**src/design/pad_spi_flash_mirror_defines.svh**
```systemverilog
// assertion macros for the flash mirror block
`ifndef PAD_SPI_FLASH_MIRROR_DEFINES_SVH
`define PAD_SPI_FLASH_MIRROR_DEFINES_SVH

// same-cycle implication, checked on every rising clock edge outside reset
`define PSFM_ASSERT_IMPLY(label, ante, cons, msg) \
    label: assert property (@(posedge clk) disable iff (!rst_n) (ante) |-> (cons)) \
        else $error(msg);

// next-cycle implication, checked on every rising clock edge outside reset
`define PSFM_ASSERT_NEXT(label, ante, cons, msg) \
    label: assert property (@(posedge clk) disable iff (!rst_n) (ante) |=> (cons)) \
        else $error(msg);

`endif

```
**src/design/psfm_pkg.sv**
```systemverilog
// shared types, window constants and stick block table for the flash mirror
package psfm_pkg;

    // request codes
    typedef enum logic [1:0] {
        REQ_READ  = 2'd0,
        REQ_WRITE = 2'd1,
        REQ_LOAD  = 2'd2
    } req_t;

    // address window classes
    typedef enum logic [1:0] {
        REGION_NONE  = 2'd0,
        REGION_FACT  = 2'd1,
        REGION_STICK = 2'd2,
        REGION_USER  = 2'd3
    } region_t;

    // factory windows all sit in one 256-byte page
    localparam logic [23:0] FACT_PAGE = 24'h000060;
    localparam logic [23:0] USER_PAGE = 24'h000080;

    localparam logic [7:0] IMU_LO   = 8'h20;
    localparam logic [7:0] IMU_LEN  = 8'd24;
    localparam logic [7:0] STICK_LO  = 8'h3D;
    localparam logic [7:0] STICK_LEN = 8'd18;
    localparam logic [7:0] COLOR_LO  = 8'h50;
    localparam logic [7:0] COLOR_LEN = 8'd13;
    localparam logic [7:0] PAR1_LO  = 8'h80;
    localparam logic [7:0] PAR1_LEN = 8'd24;
    localparam logic [7:0] PAR2_LO  = 8'h98;
    localparam logic [7:0] PAR2_LEN = 8'd18;

    // factory store layout follows address order
    localparam int          FACT_DEPTH     = 97;
    localparam logic [6:0]  FACT_LAST      = 7'd96;
    localparam logic [6:0]  FACT_OFS_IMU   = 7'd0;
    localparam logic [6:0]  FACT_OFS_COLOR = 7'd42;
    localparam logic [6:0]  FACT_OFS_PAR1  = 7'd55;
    localparam logic [6:0]  FACT_OFS_PAR2  = 7'd79;

    localparam logic [7:0] ERASED_BYTE = 8'hFF;

    // stick calibration centre and range, 12 bits each
    localparam logic [11:0] STICK_C = 12'd2048;
    localparam logic [11:0] STICK_R = 12'd1800;

    // decoded view of one request
    typedef struct packed {
        region_t    region;
        logic [6:0] fact_idx;
        logic [4:0] stick_idx;
        logic       user_hit;
        logic       load_ok;
    } psfm_dec_t;

    // packing of two 12-bit values into three bytes
    function automatic logic [7:0] pack_lo(input logic [11:0] a);
        return a[7:0];
    endfunction

    function automatic logic [7:0] pack_mid(input logic [11:0] a, input logic [11:0] b);
        return {b[3:0], a[11:8]};
    endfunction

    function automatic logic [7:0] pack_hi(input logic [11:0] b);
        return b[11:4];
    endfunction

    // fixed stick block: left stick (R,R,C,C,R,R) then right stick (C,C,R,R,R,R)
    function automatic logic [7:0] stick_byte(input logic [4:0] idx);
        logic [7:0] val;
        case (idx)
            5'd0:    val = pack_lo(STICK_R);
            5'd1:    val = pack_mid(STICK_R, STICK_R);
            5'd2:    val = pack_hi(STICK_R);
            5'd3:    val = pack_lo(STICK_C);
            5'd4:    val = pack_mid(STICK_C, STICK_C);
            5'd5:    val = pack_hi(STICK_C);
            5'd6:    val = pack_lo(STICK_R);
            5'd7:    val = pack_mid(STICK_R, STICK_R);
            5'd8:    val = pack_hi(STICK_R);
            5'd9:    val = pack_lo(STICK_C);
            5'd10:   val = pack_mid(STICK_C, STICK_C);
            5'd11:   val = pack_hi(STICK_C);
            5'd12:   val = pack_lo(STICK_R);
            5'd13:   val = pack_mid(STICK_R, STICK_R);
            5'd14:   val = pack_hi(STICK_R);
            5'd15:   val = pack_lo(STICK_R);
            5'd16:   val = pack_mid(STICK_R, STICK_R);
            5'd17:   val = pack_hi(STICK_R);
            default: val = ERASED_BYTE;
        endcase
        return val;
    endfunction

endpackage

```
**src/design/psfm_fact_mem.sv**
```systemverilog
// factory table store, one write port and one registered read port
module psfm_fact_mem
    import psfm_pkg::*;
(
    input  logic       clk,
    input  logic       wr_en,
    input  logic [6:0] wr_idx,
    input  logic [7:0] wr_data,
    input  logic       rd_en,
    input  logic [6:0] rd_idx,
    output logic [7:0] rd_data
);

    logic [7:0] mem [FACT_DEPTH];
    logic [7:0] rd_data_reg;

    // store writes from load transactions
    always_ff @(posedge clk)
    begin
        if (wr_en)
        begin
            mem[wr_idx] <= wr_data;
        end
    end

    // registered read
    always_ff @(posedge clk)
    begin
        if (rd_en)
        begin
            rd_data_reg <= mem[rd_idx];
        end
    end

    assign rd_data = rd_data_reg;

endmodule

```
**config.mk**
```make
export PLATFORM = sky130hd
export DESIGN_NAME = psfm_fact_mem
export DESIGN_NICKNAME = d
export VERILOG_FILES = /design/src/design/pad_spi_flash_mirror_defines.svh /design/src/design/psfm_pkg.sv /design/src/design/psfm_fact_mem.sv
export SDC_FILE = /design/constraint.sdc
export NUM_CORES = 1
export LEC_CHECK = 0
export BUFFER_PORTS_ARGS = -buffer_cell sky130_fd_sc_hd__buf_2
export CORE_MARGIN = 1
export CORE_UTILIZATION = 65
export DETAILED_ROUTE_END_ITERATION = 12
export PLACE_DENSITY = 0.82
export SLEW_MARGIN = 25
export SYNTH_ARGS = -nofsm -noshare
export SYNTH_HDL_FRONTEND = slang
export SYNTH_SLANG_ARGS = --single-unit
```
**constraint.sdc**
```tcl
create_clock -name clk -period 5 [get_ports clk]
set_input_delay 1 -clock clk [delete_from_list [all_inputs] [get_ports clk]]
set_output_delay 1 -clock clk [all_outputs]
set_load 0.005 [all_outputs]
```
==> flow_summary_export.csv <==
group,metric,value,unit
run_status,status,"completed",
timing,maxSlewViolCount,0,
setup_path,worstReg2RegStart,"mem[91][4]",
yosys,synth_mux_area_frac,0.165,
grt,grt_pass1_wl,107000,um
final_layout,num_antenna_cells,0,
power_and_ir_drop,netSwitchingPower,2.82,mW
min_path,hold_start,"mem[96][7]",
yosys,synth-seq-cells,784,
yosys,synth.top_cells.by_area,"edfxtp_1 77%, mux4_2 16%, nor2_1 1.3%",
yosys,synth.distinct_cells,41,
setup_path,cp_max_fo,40,
setup_path,crit_family,"compound AO/OA/AOI/OAI gates",
power_and_ir_drop,p_seq_frac,0.541,
final_layout,multi_input_area,6420,um2
setup_path,cp_slowest_stage_delay,0.60,ns
yosys,synth-edff-count,784,
clocking,clk_pin_slew_worst_paths,0.06,ns
timing,setup_tns,0,ns
clocking,cts.path.max_buffers,3,
power_and_ir_drop,p_clk_frac,0.410,
power_and_ir_drop,intPower,10.6,mW
yosys,syn_area,30400,um2
yosys,synth.top_cell.area_share,0.775,
yosys,synth_fa_ha_area_frac,0,
setup_path,crit_type,"input port to flop",
final_layout,stdcell_count,2084,
timing,period_share,0.652,
floorplanning,num_rows,78,
job,cap_violations,0,
timing,tightest_slew,1.11,ns
yosys,ys.warnings.count,0,
min_path,hold_end,"rd_data[7]",
yosys,ys_seq_area_frac,0.775,
min_path,hold_class,"flop to flop",
floorplanning,io_pins,33,
timing,fmax,307,MHz
clocking,cts_buffers,75,
clocking,cts_tree,"done",
setup_path,arrival,3.56,ns
clocking,post_cts_buffers,0,
final_layout,num-fill-cells,2333,
route,route.detailed.drc,0,
grt,grt_pass1_vias,15579,
final_layout,fin_util,0.733,
timing,finalSetupViolCount,0,
route,num_vias,15269,
timing,whs,0.667,ns
setup_path,cp-start-kind,"input port",
floorplanning,start_util,0.664,
route,drt-wirelength-per-cell,35.3,um
grt,grt_usage,0.324,
placed_design,portBuffers,32,
grt,antenna_found_initial,1,
placed_design,post-dp-hpwl,40500,um
yosys,synthArstFlopShare,0,
final_layout,fin_nets,1456,
final_layout,drive_above_1_share,0.249,
power_and_ir_drop,leakagePower,10.3,nW
route,drt_iter0_drc,2668,
clocking,clock_latency,0.61,ns
yosys,synthSimpleGateAreaFrac,0.0273,
setup_path,cp_data_required_time,5.29,ns
final_layout,largest_reg_flops,776,
yosys,syn_inst,1373,
clocking,root_buffer,"clkbuf_16",
setup_path,critPathBufInv,2,
yosys,yosys.area.top_type,"edfxtp_1",
final_layout,area_growth_syn_to_layout,10.3,%
yosys,synth-xor-area-share,0,
floorplanning,die-area,47600,um2
setup_path,path_cells,"buf_8 -> buf_4 -> mux4_2 -> a22oi_1 -> a21boi_0 -> o21ai_0 -> a32oi_1",
setup_path,rrSetupSlack,2.67,ns
floorplanning,core,45800,um2
clocking,ctsResizeCount,0,
yosys,synth_top_family_by_area,"multiplexers",
power_and_ir_drop,pwr-share-comb,0.049,
yosys,synth_nets,1398,
setup_path,r2r_cells,5,
grt,grt-ovfl-total,0,
timing,slew_headroom,0.261,
final_layout,regArea,23500,um2
floorplanning,die_y,218,um
power_and_ir_drop,ir_drop,352,uV
route,ant_nets,0,
timing,rsz0062_at_grt,"false",
setup_path,endpoint_kind,"flop",
route,drt_wl_total,73500,um
clocking,cts_sinks,784,
yosys,synth_flop_cell,"edfxtp_1",
grt,grt_max_degree,98,
route,vias_per_cell,7.33,
clocking,htree_num_levels,3,
clocking,hold_buffers,0,
yosys,synth-compound-area-share,0.0190,
floorplanning,chipWidth,218,um
setup_path,slowest_stage,"o21ai_0",
route,drt-pass1-iter-count,10,
power_and_ir_drop,swShare,0.209,
power_and_ir_drop,p_per_area,401,nW/um2
setup_path,reg2reg_to,"rd_data[4]",
yosys,synth.avg_cell_area,22.1,um2
timing,min_period,3.26,ns
timing,clock_skew,0.0204,ns
placed_design,routabilityCongestion,0.867,
placed_design,placed_cells,1954,
timing,hold_violations,0,
min_path,whs_path_depth,2,
## power groups by stage
stage	Combinational, mW	Sequential, mW	Clock, mW
floorplan	0.363	7.41	0
global placement	0.605	7.42	0
detailed placement	0.623	7.42	0
CTS	0.640	7.28	5.52
global route	0.676	7.28	5.75
finish	0.654	7.28	5.52
## logic make-up after synthesis
logic type,count (synthesis)
AOI/OAI and AO/OA,82
buffers and inverters,83
DFF,784
muxes,237
and+or+nand+nor,187
## worst reg2reg max path, stage by stage (launching register included)
cell and delay, ns:
edfxtp_1 0.41, mux4_2 0.52, a22oi_1 0.19, a21boi_0 0.15
o21ai_0 0.60, a32oi_1 0.16
## per-layer routing
metal,track usage,vias up,part of all wire
met2,0.511,1355,0.49
met4,0.132,2,0.045
li1,-,5895,-
met3,0.0706,251,0.13
met5,0,-,0.00018
met1,0.450,7766,0.34
## cells in the final DEF (no fill, tap or decap), types with 5 or more instances in the layout
| cell type | count |
|---|---|
| a21oi_1 | 11 |
| a22oi_1 | 23 |
| a31oi_1 | 8 |
| buf_12 | 5 |
| buf_2 | 23 |
| buf_4 | 31 |
| clkbuf_1 | 15 |
| clkbuf_16 | 81 |
| clkinv_1 | 20 |
| clkinv_2 | 8 |
| edfxtp_1 | 784 |
| mux2i_1 | 25 |
| mux4_2 | 211 |
| nand2_1 | 22 |
| nand2b_1 | 5 |
| nand3_1 | 20 |
| nor2_1 | 104 |
| nor2b_1 | 15 |
| nor3_1 | 7 |
| nor4_1 | 5 |
| o211ai_1 | 6 |
| o21ai_0 | 8 |
## worst max path at each step
| stage | startpoint | endpoint | slack (ns) | cells past startpoint |
|---|---|---|---|---|
| finish | rd_idx[0] | rd_data[4] | 1.74 | 7 |
| global route | rd_idx[0] | rd_data[7] | 1.74 | 8 |
| CTS | rd_idx[0] | rd_data[4] | 1.82 | 7 |
| detailed placement | rd_idx[0] | rd_data[4] | 1.32 | 8 |
| global placement | rd_idx[0] | rd_data[4] | 1.32 | 8 |
| floorplan | rd_idx[2] | rd_data[2] | 2.08 | 7 |
## Yosys cell counts, types with 5 or more instances
cell type,n
mux4_2,211
o211ai_1,6
nor4_1,5
a31oi_1,8
nand3_1,20
edfxtp_1,784
clkbuf_1,37
nor2_1,104
nor3_1,7
buf_1,6
buf_4,18
nand2b_1,5
mux2i_1,25
nor2b_1,15
nand2_1,22
a22oi_1,23
o21ai_0,8
buf_2,13
a21oi_1,11
## final cells by class
cell class,instances,share of cell area
repair buffers,61,0.0141
multi-input cells,506,0.192
well taps,600,0.0224
clock buffers,96,0.0621
inverters,3,0.000336
flip-flops and latches,784,0.702
clock inverters,34,0.00750
## metrics by stage
stage	setup slack [ns]	instance area, um2	total power, mW
finish	1.74	33500	13.5
global route	1.74	33500	13.7
CTS	1.82	33500	13.4
detailed placement	1.32	31200	8.04
global placement	1.32	31200	8.02
floorplan	2.08	30400	7.77
(Power assumes the default switching activity.)
