**config.mk**
```make
export PLATFORM = sky130hd
export DESIGN_NAME = psfm_decode
export DESIGN_NICKNAME = d
export VERILOG_FILES = /design/src/design/pad_spi_flash_mirror_defines.svh /design/src/design/psfm_pkg.sv /design/src/design/psfm_decode.sv
export SDC_FILE = /design/constraint.sdc
export NUM_CORES = 1
export LEC_CHECK = 0
export CAP_MARGIN = 20
export CORE_UTILIZATION = 55
export DETAILED_ROUTE_END_ITERATION = 8
export DONT_BUFFER_PORTS = 1
export GPL_TIMING_DRIVEN = 0
export PLACE_DENSITY = 0.7
export SYNTH_ARGS = -nofsm -noshare
export SYNTH_HDL_FRONTEND = slang
export SYNTH_SLANG_ARGS = --single-unit
```
**constraint.sdc**
```tcl
create_clock -name vclk -period 9.4
set_input_delay 1.88 -clock vclk [all_inputs]
set_output_delay 1.88 -clock vclk [all_outputs]
set_load 0.005 [all_outputs]
```
**src/design/pad_spi_flash_mirror_defines.svh**
```systemverilog
// assertion macros for the flash mirror block
`ifndef PAD_SPI_FLASH_MIRROR_DEFINES_SVH
`define PAD_SPI_FLASH_MIRROR_DEFINES_SVH

// same-cycle implication, checked on every rising clock edge outside reset
`define PSFM_ASSERT_IMPLY(label, ante, cons, msg) \
    label: assert property (@(posedge clk) disable iff (!rst_n) (ante) |-> (cons)) \
        else $error(msg);

// next-cycle implication, checked on every rising clock edge outside reset
`define PSFM_ASSERT_NEXT(label, ante, cons, msg) \
    label: assert property (@(posedge clk) disable iff (!rst_n) (ante) |=> (cons)) \
        else $error(msg);

`endif

```
**src/design/psfm_pkg.sv**
```systemverilog
// shared types, window constants and stick block table for the flash mirror
package psfm_pkg;

    // request codes
    typedef enum logic [1:0] {
        REQ_READ  = 2'd0,
        REQ_WRITE = 2'd1,
        REQ_LOAD  = 2'd2
    } req_t;

    // address window classes
    typedef enum logic [1:0] {
        REGION_NONE  = 2'd0,
        REGION_FACT  = 2'd1,
        REGION_STICK = 2'd2,
        REGION_USER  = 2'd3
    } region_t;

    // factory windows all sit in one 256-byte page
    localparam logic [23:0] FACT_PAGE = 24'h000060;
    localparam logic [23:0] USER_PAGE = 24'h000080;

    localparam logic [7:0] IMU_LO   = 8'h20;
    localparam logic [7:0] IMU_LEN  = 8'd24;
    localparam logic [7:0] STICK_LO  = 8'h3D;
    localparam logic [7:0] STICK_LEN = 8'd18;
    localparam logic [7:0] COLOR_LO  = 8'h50;
    localparam logic [7:0] COLOR_LEN = 8'd13;
    localparam logic [7:0] PAR1_LO  = 8'h80;
    localparam logic [7:0] PAR1_LEN = 8'd24;
    localparam logic [7:0] PAR2_LO  = 8'h98;
    localparam logic [7:0] PAR2_LEN = 8'd18;

    // factory store layout follows address order
    localparam int          FACT_DEPTH     = 97;
    localparam logic [6:0]  FACT_LAST      = 7'd96;
    localparam logic [6:0]  FACT_OFS_IMU   = 7'd0;
    localparam logic [6:0]  FACT_OFS_COLOR = 7'd42;
    localparam logic [6:0]  FACT_OFS_PAR1  = 7'd55;
    localparam logic [6:0]  FACT_OFS_PAR2  = 7'd79;

    localparam logic [7:0] ERASED_BYTE = 8'hFF;

    // stick calibration centre and range, 12 bits each
    localparam logic [11:0] STICK_C = 12'd2048;
    localparam logic [11:0] STICK_R = 12'd1800;

    // decoded view of one request
    typedef struct packed {
        region_t    region;
        logic [6:0] fact_idx;
        logic [4:0] stick_idx;
        logic       user_hit;
        logic       load_ok;
    } psfm_dec_t;

    // packing of two 12-bit values into three bytes
    function automatic logic [7:0] pack_lo(input logic [11:0] a);
        return a[7:0];
    endfunction

    function automatic logic [7:0] pack_mid(input logic [11:0] a, input logic [11:0] b);
        return {b[3:0], a[11:8]};
    endfunction

    function automatic logic [7:0] pack_hi(input logic [11:0] b);
        return b[11:4];
    endfunction

    // fixed stick block: left stick (R,R,C,C,R,R) then right stick (C,C,R,R,R,R)
    function automatic logic [7:0] stick_byte(input logic [4:0] idx);
        logic [7:0] val;
        case (idx)
            5'd0:    val = pack_lo(STICK_R);
            5'd1:    val = pack_mid(STICK_R, STICK_R);
            5'd2:    val = pack_hi(STICK_R);
            5'd3:    val = pack_lo(STICK_C);
            5'd4:    val = pack_mid(STICK_C, STICK_C);
            5'd5:    val = pack_hi(STICK_C);
            5'd6:    val = pack_lo(STICK_R);
            5'd7:    val = pack_mid(STICK_R, STICK_R);
            5'd8:    val = pack_hi(STICK_R);
            5'd9:    val = pack_lo(STICK_C);
            5'd10:   val = pack_mid(STICK_C, STICK_C);
            5'd11:   val = pack_hi(STICK_C);
            5'd12:   val = pack_lo(STICK_R);
            5'd13:   val = pack_mid(STICK_R, STICK_R);
            5'd14:   val = pack_hi(STICK_R);
            5'd15:   val = pack_lo(STICK_R);
            5'd16:   val = pack_mid(STICK_R, STICK_R);
            5'd17:   val = pack_hi(STICK_R);
            default: val = ERASED_BYTE;
        endcase
        return val;
    endfunction

endpackage

```
**src/design/psfm_decode.sv**
```systemverilog
// address decode of one request into window class and store indexes
module psfm_decode
    import psfm_pkg::*;
#(
    parameter int SLOT_COUNT     = 4,
    parameter int USER_CAL_BYTES = 256,
    parameter int UIDX_W         = 10
) (
    input  logic [1:0]        slot,
    input  logic [31:0]       address,
    output psfm_dec_t         dec,
    output logic              slot_ok,
    output logic [UIDX_W-1:0] user_idx
);

    logic [7:0]  lo;
    logic        fact_page;
    logic [7:0]  imu_ofs;
    logic [7:0]  stick_ofs;
    logic [7:0]  color_ofs;
    logic [7:0]  par1_ofs;
    logic [7:0]  par2_ofs;
    logic [31:0] user_sum;

    assign lo        = address[7:0];
    assign fact_page = (address[31:8] == FACT_PAGE);
    assign imu_ofs   = lo - IMU_LO;
    assign stick_ofs = lo - STICK_LO;
    assign color_ofs = lo - COLOR_LO;
    assign par1_ofs  = lo - PAR1_LO;
    assign par2_ofs  = lo - PAR2_LO;

    // slot range and flat index into the user store
    assign slot_ok  = ({30'd0, slot} < 32'(SLOT_COUNT));
    assign user_sum = ({30'd0, slot} * 32'(USER_CAL_BYTES)) + {24'd0, lo};
    assign user_idx = user_sum[UIDX_W-1:0];

    // window selection, windows do not overlap
    always_comb
    begin
        dec.region    = REGION_NONE;
        dec.fact_idx  = FACT_OFS_IMU;
        dec.stick_idx = stick_ofs[4:0];
        dec.user_hit  = (address[31:8] == USER_PAGE) && ({24'd0, lo} < 32'(USER_CAL_BYTES));
        dec.load_ok   = (address[31:7] == 25'd0) && (address[6:0] <= FACT_LAST);
        if (fact_page && (lo >= IMU_LO) && (imu_ofs < IMU_LEN))
        begin
            dec.region   = REGION_FACT;
            dec.fact_idx = FACT_OFS_IMU + imu_ofs[6:0];
        end
        else if (fact_page && (lo >= STICK_LO) && (stick_ofs < STICK_LEN))
        begin
            dec.region = REGION_STICK;
        end
        else if (fact_page && (lo >= COLOR_LO) && (color_ofs < COLOR_LEN))
        begin
            dec.region   = REGION_FACT;
            dec.fact_idx = FACT_OFS_COLOR + color_ofs[6:0];
        end
        else if (fact_page && (lo >= PAR1_LO) && (par1_ofs < PAR1_LEN))
        begin
            dec.region   = REGION_FACT;
            dec.fact_idx = FACT_OFS_PAR1 + par1_ofs[6:0];
        end
        else if (fact_page && (lo >= PAR2_LO) && (par2_ofs < PAR2_LEN))
        begin
            dec.region   = REGION_FACT;
            dec.fact_idx = FACT_OFS_PAR2 + par2_ofs[6:0];
        end
        else if (dec.user_hit)
        begin
            dec.region = REGION_USER;
        end
    end

endmodule

```
==> results_dict.tcl <==
set metrics [dict create \
    status "finished, final reports clean" \
    dp.cells 206 \
    yosys.area.top_type "ha_1" \
    routedWlPerCell_um 14.7 \
    globalRouteOverflowTotal 0 \
    tns_ps 0 \
    grt_max_degree 11 \
    crit_family "compound AO/OA/AOI/OAI gates" \
    drc 0 \
    synth_area_leaders "ha_1 21%, a21oi_1 7.9%, buf_4 6.9%" \
    core-area_um2 2000 \
    dpl_cell_area_um2 1240 \
    cap_violations 0 \
    hp-class "in -> out" \
    antenna_found_initial 0 \
    start_util_pct 60.2 \
    layout.nets 235 \
    grt_pass1_vias 1134 \
    finalHoldViolations 0 \
    timing.fmax_mhz 166 \
    final-setup-viol-count 0 \
    endpoint_kind "primary output" \
    design.seq.count 0 \
    design_area_um2 1240 \
    areaGrowthSynthToFinish_pct 2.80 \
    postCtsSetupBuffers 0 \
    postSynthCellCount 179 \
    fin_crit_ps 6010 \
    combPwrFrac_pct 100.0 \
    drt-total-wl_mm 3.02 \
    crit_chain "buf_2 > inv_1 > ha_1 > a21oi_1 > mux2i_1 > a31oi_1 > nor3_1 > o32ai_1 > or3_1 > a21oi_1" \
    vias_per_cell 6.12 \
    regArea_um2 0 \
    cts_resized 0 \
    tightest_slew_ps 571 \
    startpoint_type "primary input" \
    cp.required_ps 7520 \
    p_int_uw 17.9 \
    gp_congestion 0.876 \
    seq_area_frac_synth_pct 0 \
    pre_cts_slack_ps 3430 \
    power_density_nw_per_um2 33.9 \
    ant_nets 0 \
    p_seq_share_pct 0 \
    syn_area_um2 1200 \
    p_switching_uw 24.1 \
    critPathMaxStageDelay_ps 320 \
    die_h_um 48.8 \
    ys_warn_count 0 \
    port_buffers 0 \
    dieArea_um2 2380 \
    synth.avg_cell_area_um2 6.73 \
    synth_common_cells "21 x nand2_1, 20 x ha_1, 19 x a21oi_1, 11 x buf_4, 11 x inv_1" \
    dr.pass1.iters 4 \
    final_layout_size_suffix_gt1_share_pct 12.8 \
    slowest_stage "or3_1" \
    row_count 16 \
    n_fill_cell 203 \
    grtUsageTotal_pct 25.8 \
    dpl.hpwl_mm 2.46 \
    clkPwrFrac_pct 0 \
    cts_hold_buf 0 \
    finalMaxSlewViolations 0 \
    path_class "in -> out" \
    fin_crit_sh_pct 63.9 \
    p_leak_uw 0.000516 \
    relSlewSlack_pct 61.7 \
    syn_nets 233 \
    rsz0062_at_grt "no" \
    synth_top_area_share_pct 20.8 \
    crit_fanout 9 \
    crit_arrival_ps 4130 \
    ys_types 45 \
    die_x_um 48.8 \
    io_pins 61 \
    drtIter0Drc 36 \
    crit_top_cell "a21oi_1" \
    instances_no_fill 206 \
    fin_ws_ps 3390 \
    cp_num_buf_inv 2 \
    clkbuf_count 0 \
    swShare_pct 57.5 \
    grt_pass1_wl_mm 5.08 \
    antennaDiodeCount 0 \
    num_vias 1260 \
    finalPower_uw 42.0 \
    ir_worst_vdd_v 0.0000254 \
    yosysMostFrequentCell "nand2_1" \
]
## cell type report
class,count,area (um2),share of cell area [%]
multi-input combinational,152,1060,85.4
tap,27,33.8,2.73
inverter,11,41.3,3.33
buffer,16,106,8.59
## cell families after synthesis
family / Yosys count / synth area share [%]
mux: 2 / 2.08
other cells: 1 / 0.311
xor+xnor: 12 / 8.72
buf+inv: 27 / 12.3
fa+ha+maj: 20 / 20.8
simple gates: 70 / 32.2
compound gates: 47 / 23.7
## through the flow
| step | util (%) | hold slack [ps] |
|---|---|---|
| 3_3_place_gp | 61.9 | 3830 |
| 4_1_cts | 61.9 | 3830 |
| 5_1_grt | 61.9 | 3840 |
| 6_report | 61.9 | 3830 |
| 3_5_place_dp | 61.9 | 3830 |
| 2_1_floorplan | - | 3810 |
## path summary, 6_finish.rpt
path,start,endpoint,cells after the start
min,address[0],dec[2],1
max,address[5],dec[10],10
## layer usage
metal | part of all wire (%) | wire length, um | global-route usage (%) | vias to the layer above
met4 | 1.2 | 35 | 4.90 | 0
met3 | 7.0 | 210 | 1.25 | 4
met1 | 44 | 1340 | 35.8 | 566
met2 | 47 | 1430 | 44.0 | 64
li1 | - | - | - | 626
met5 | 0 | 0 | 0 | -
## power by group through the flow
| stage | sequential (uW) | clock, uW | combinational [uW] |
|---|---|---|---|
| 2_1_floorplan | 0 | 0 | 34.2 |
| 4_1_cts | 0 | 0 | 41.5 |
| 6_report | 0 | 0 | 42.0 |
| 3_5_place_dp | 0 | 0 | 41.4 |
| 5_1_grt | 0 | 0 | 46.6 |
| 3_3_place_gp | 0 | 0 | 40.8 |
## placed cells by master, fill, tap and decap left out, types with 2 or more instances in the layout
cell      netlist  layout
a211oi_1        3       3
a21o_1          2       2
a21oi_1        19      19
and2_1          2       2
buf_2           4       4
buf_4          11      11
ha_1           20      20
inv_1          11      11
nand2_1        21      21
nand2b_1        3       3
nand3_1         5       5
nand3b_1        2       2
nor2_1         10      10
nor2_2          2       2
nor2b_1         3       3
nor3_1          4       4
nor4_1          4       4
nor4b_1         2       2
o21a_1          2       2
o21ai_0         7       7
o21ai_1         2       2
o22ai_1         2       2
o31ai_1         3       3
or3_1           2       2
or3_4           3       3
xnor2_1         9       9
xor2_1          3       3
Note: power is estimated with default switching activity, not from simulation.
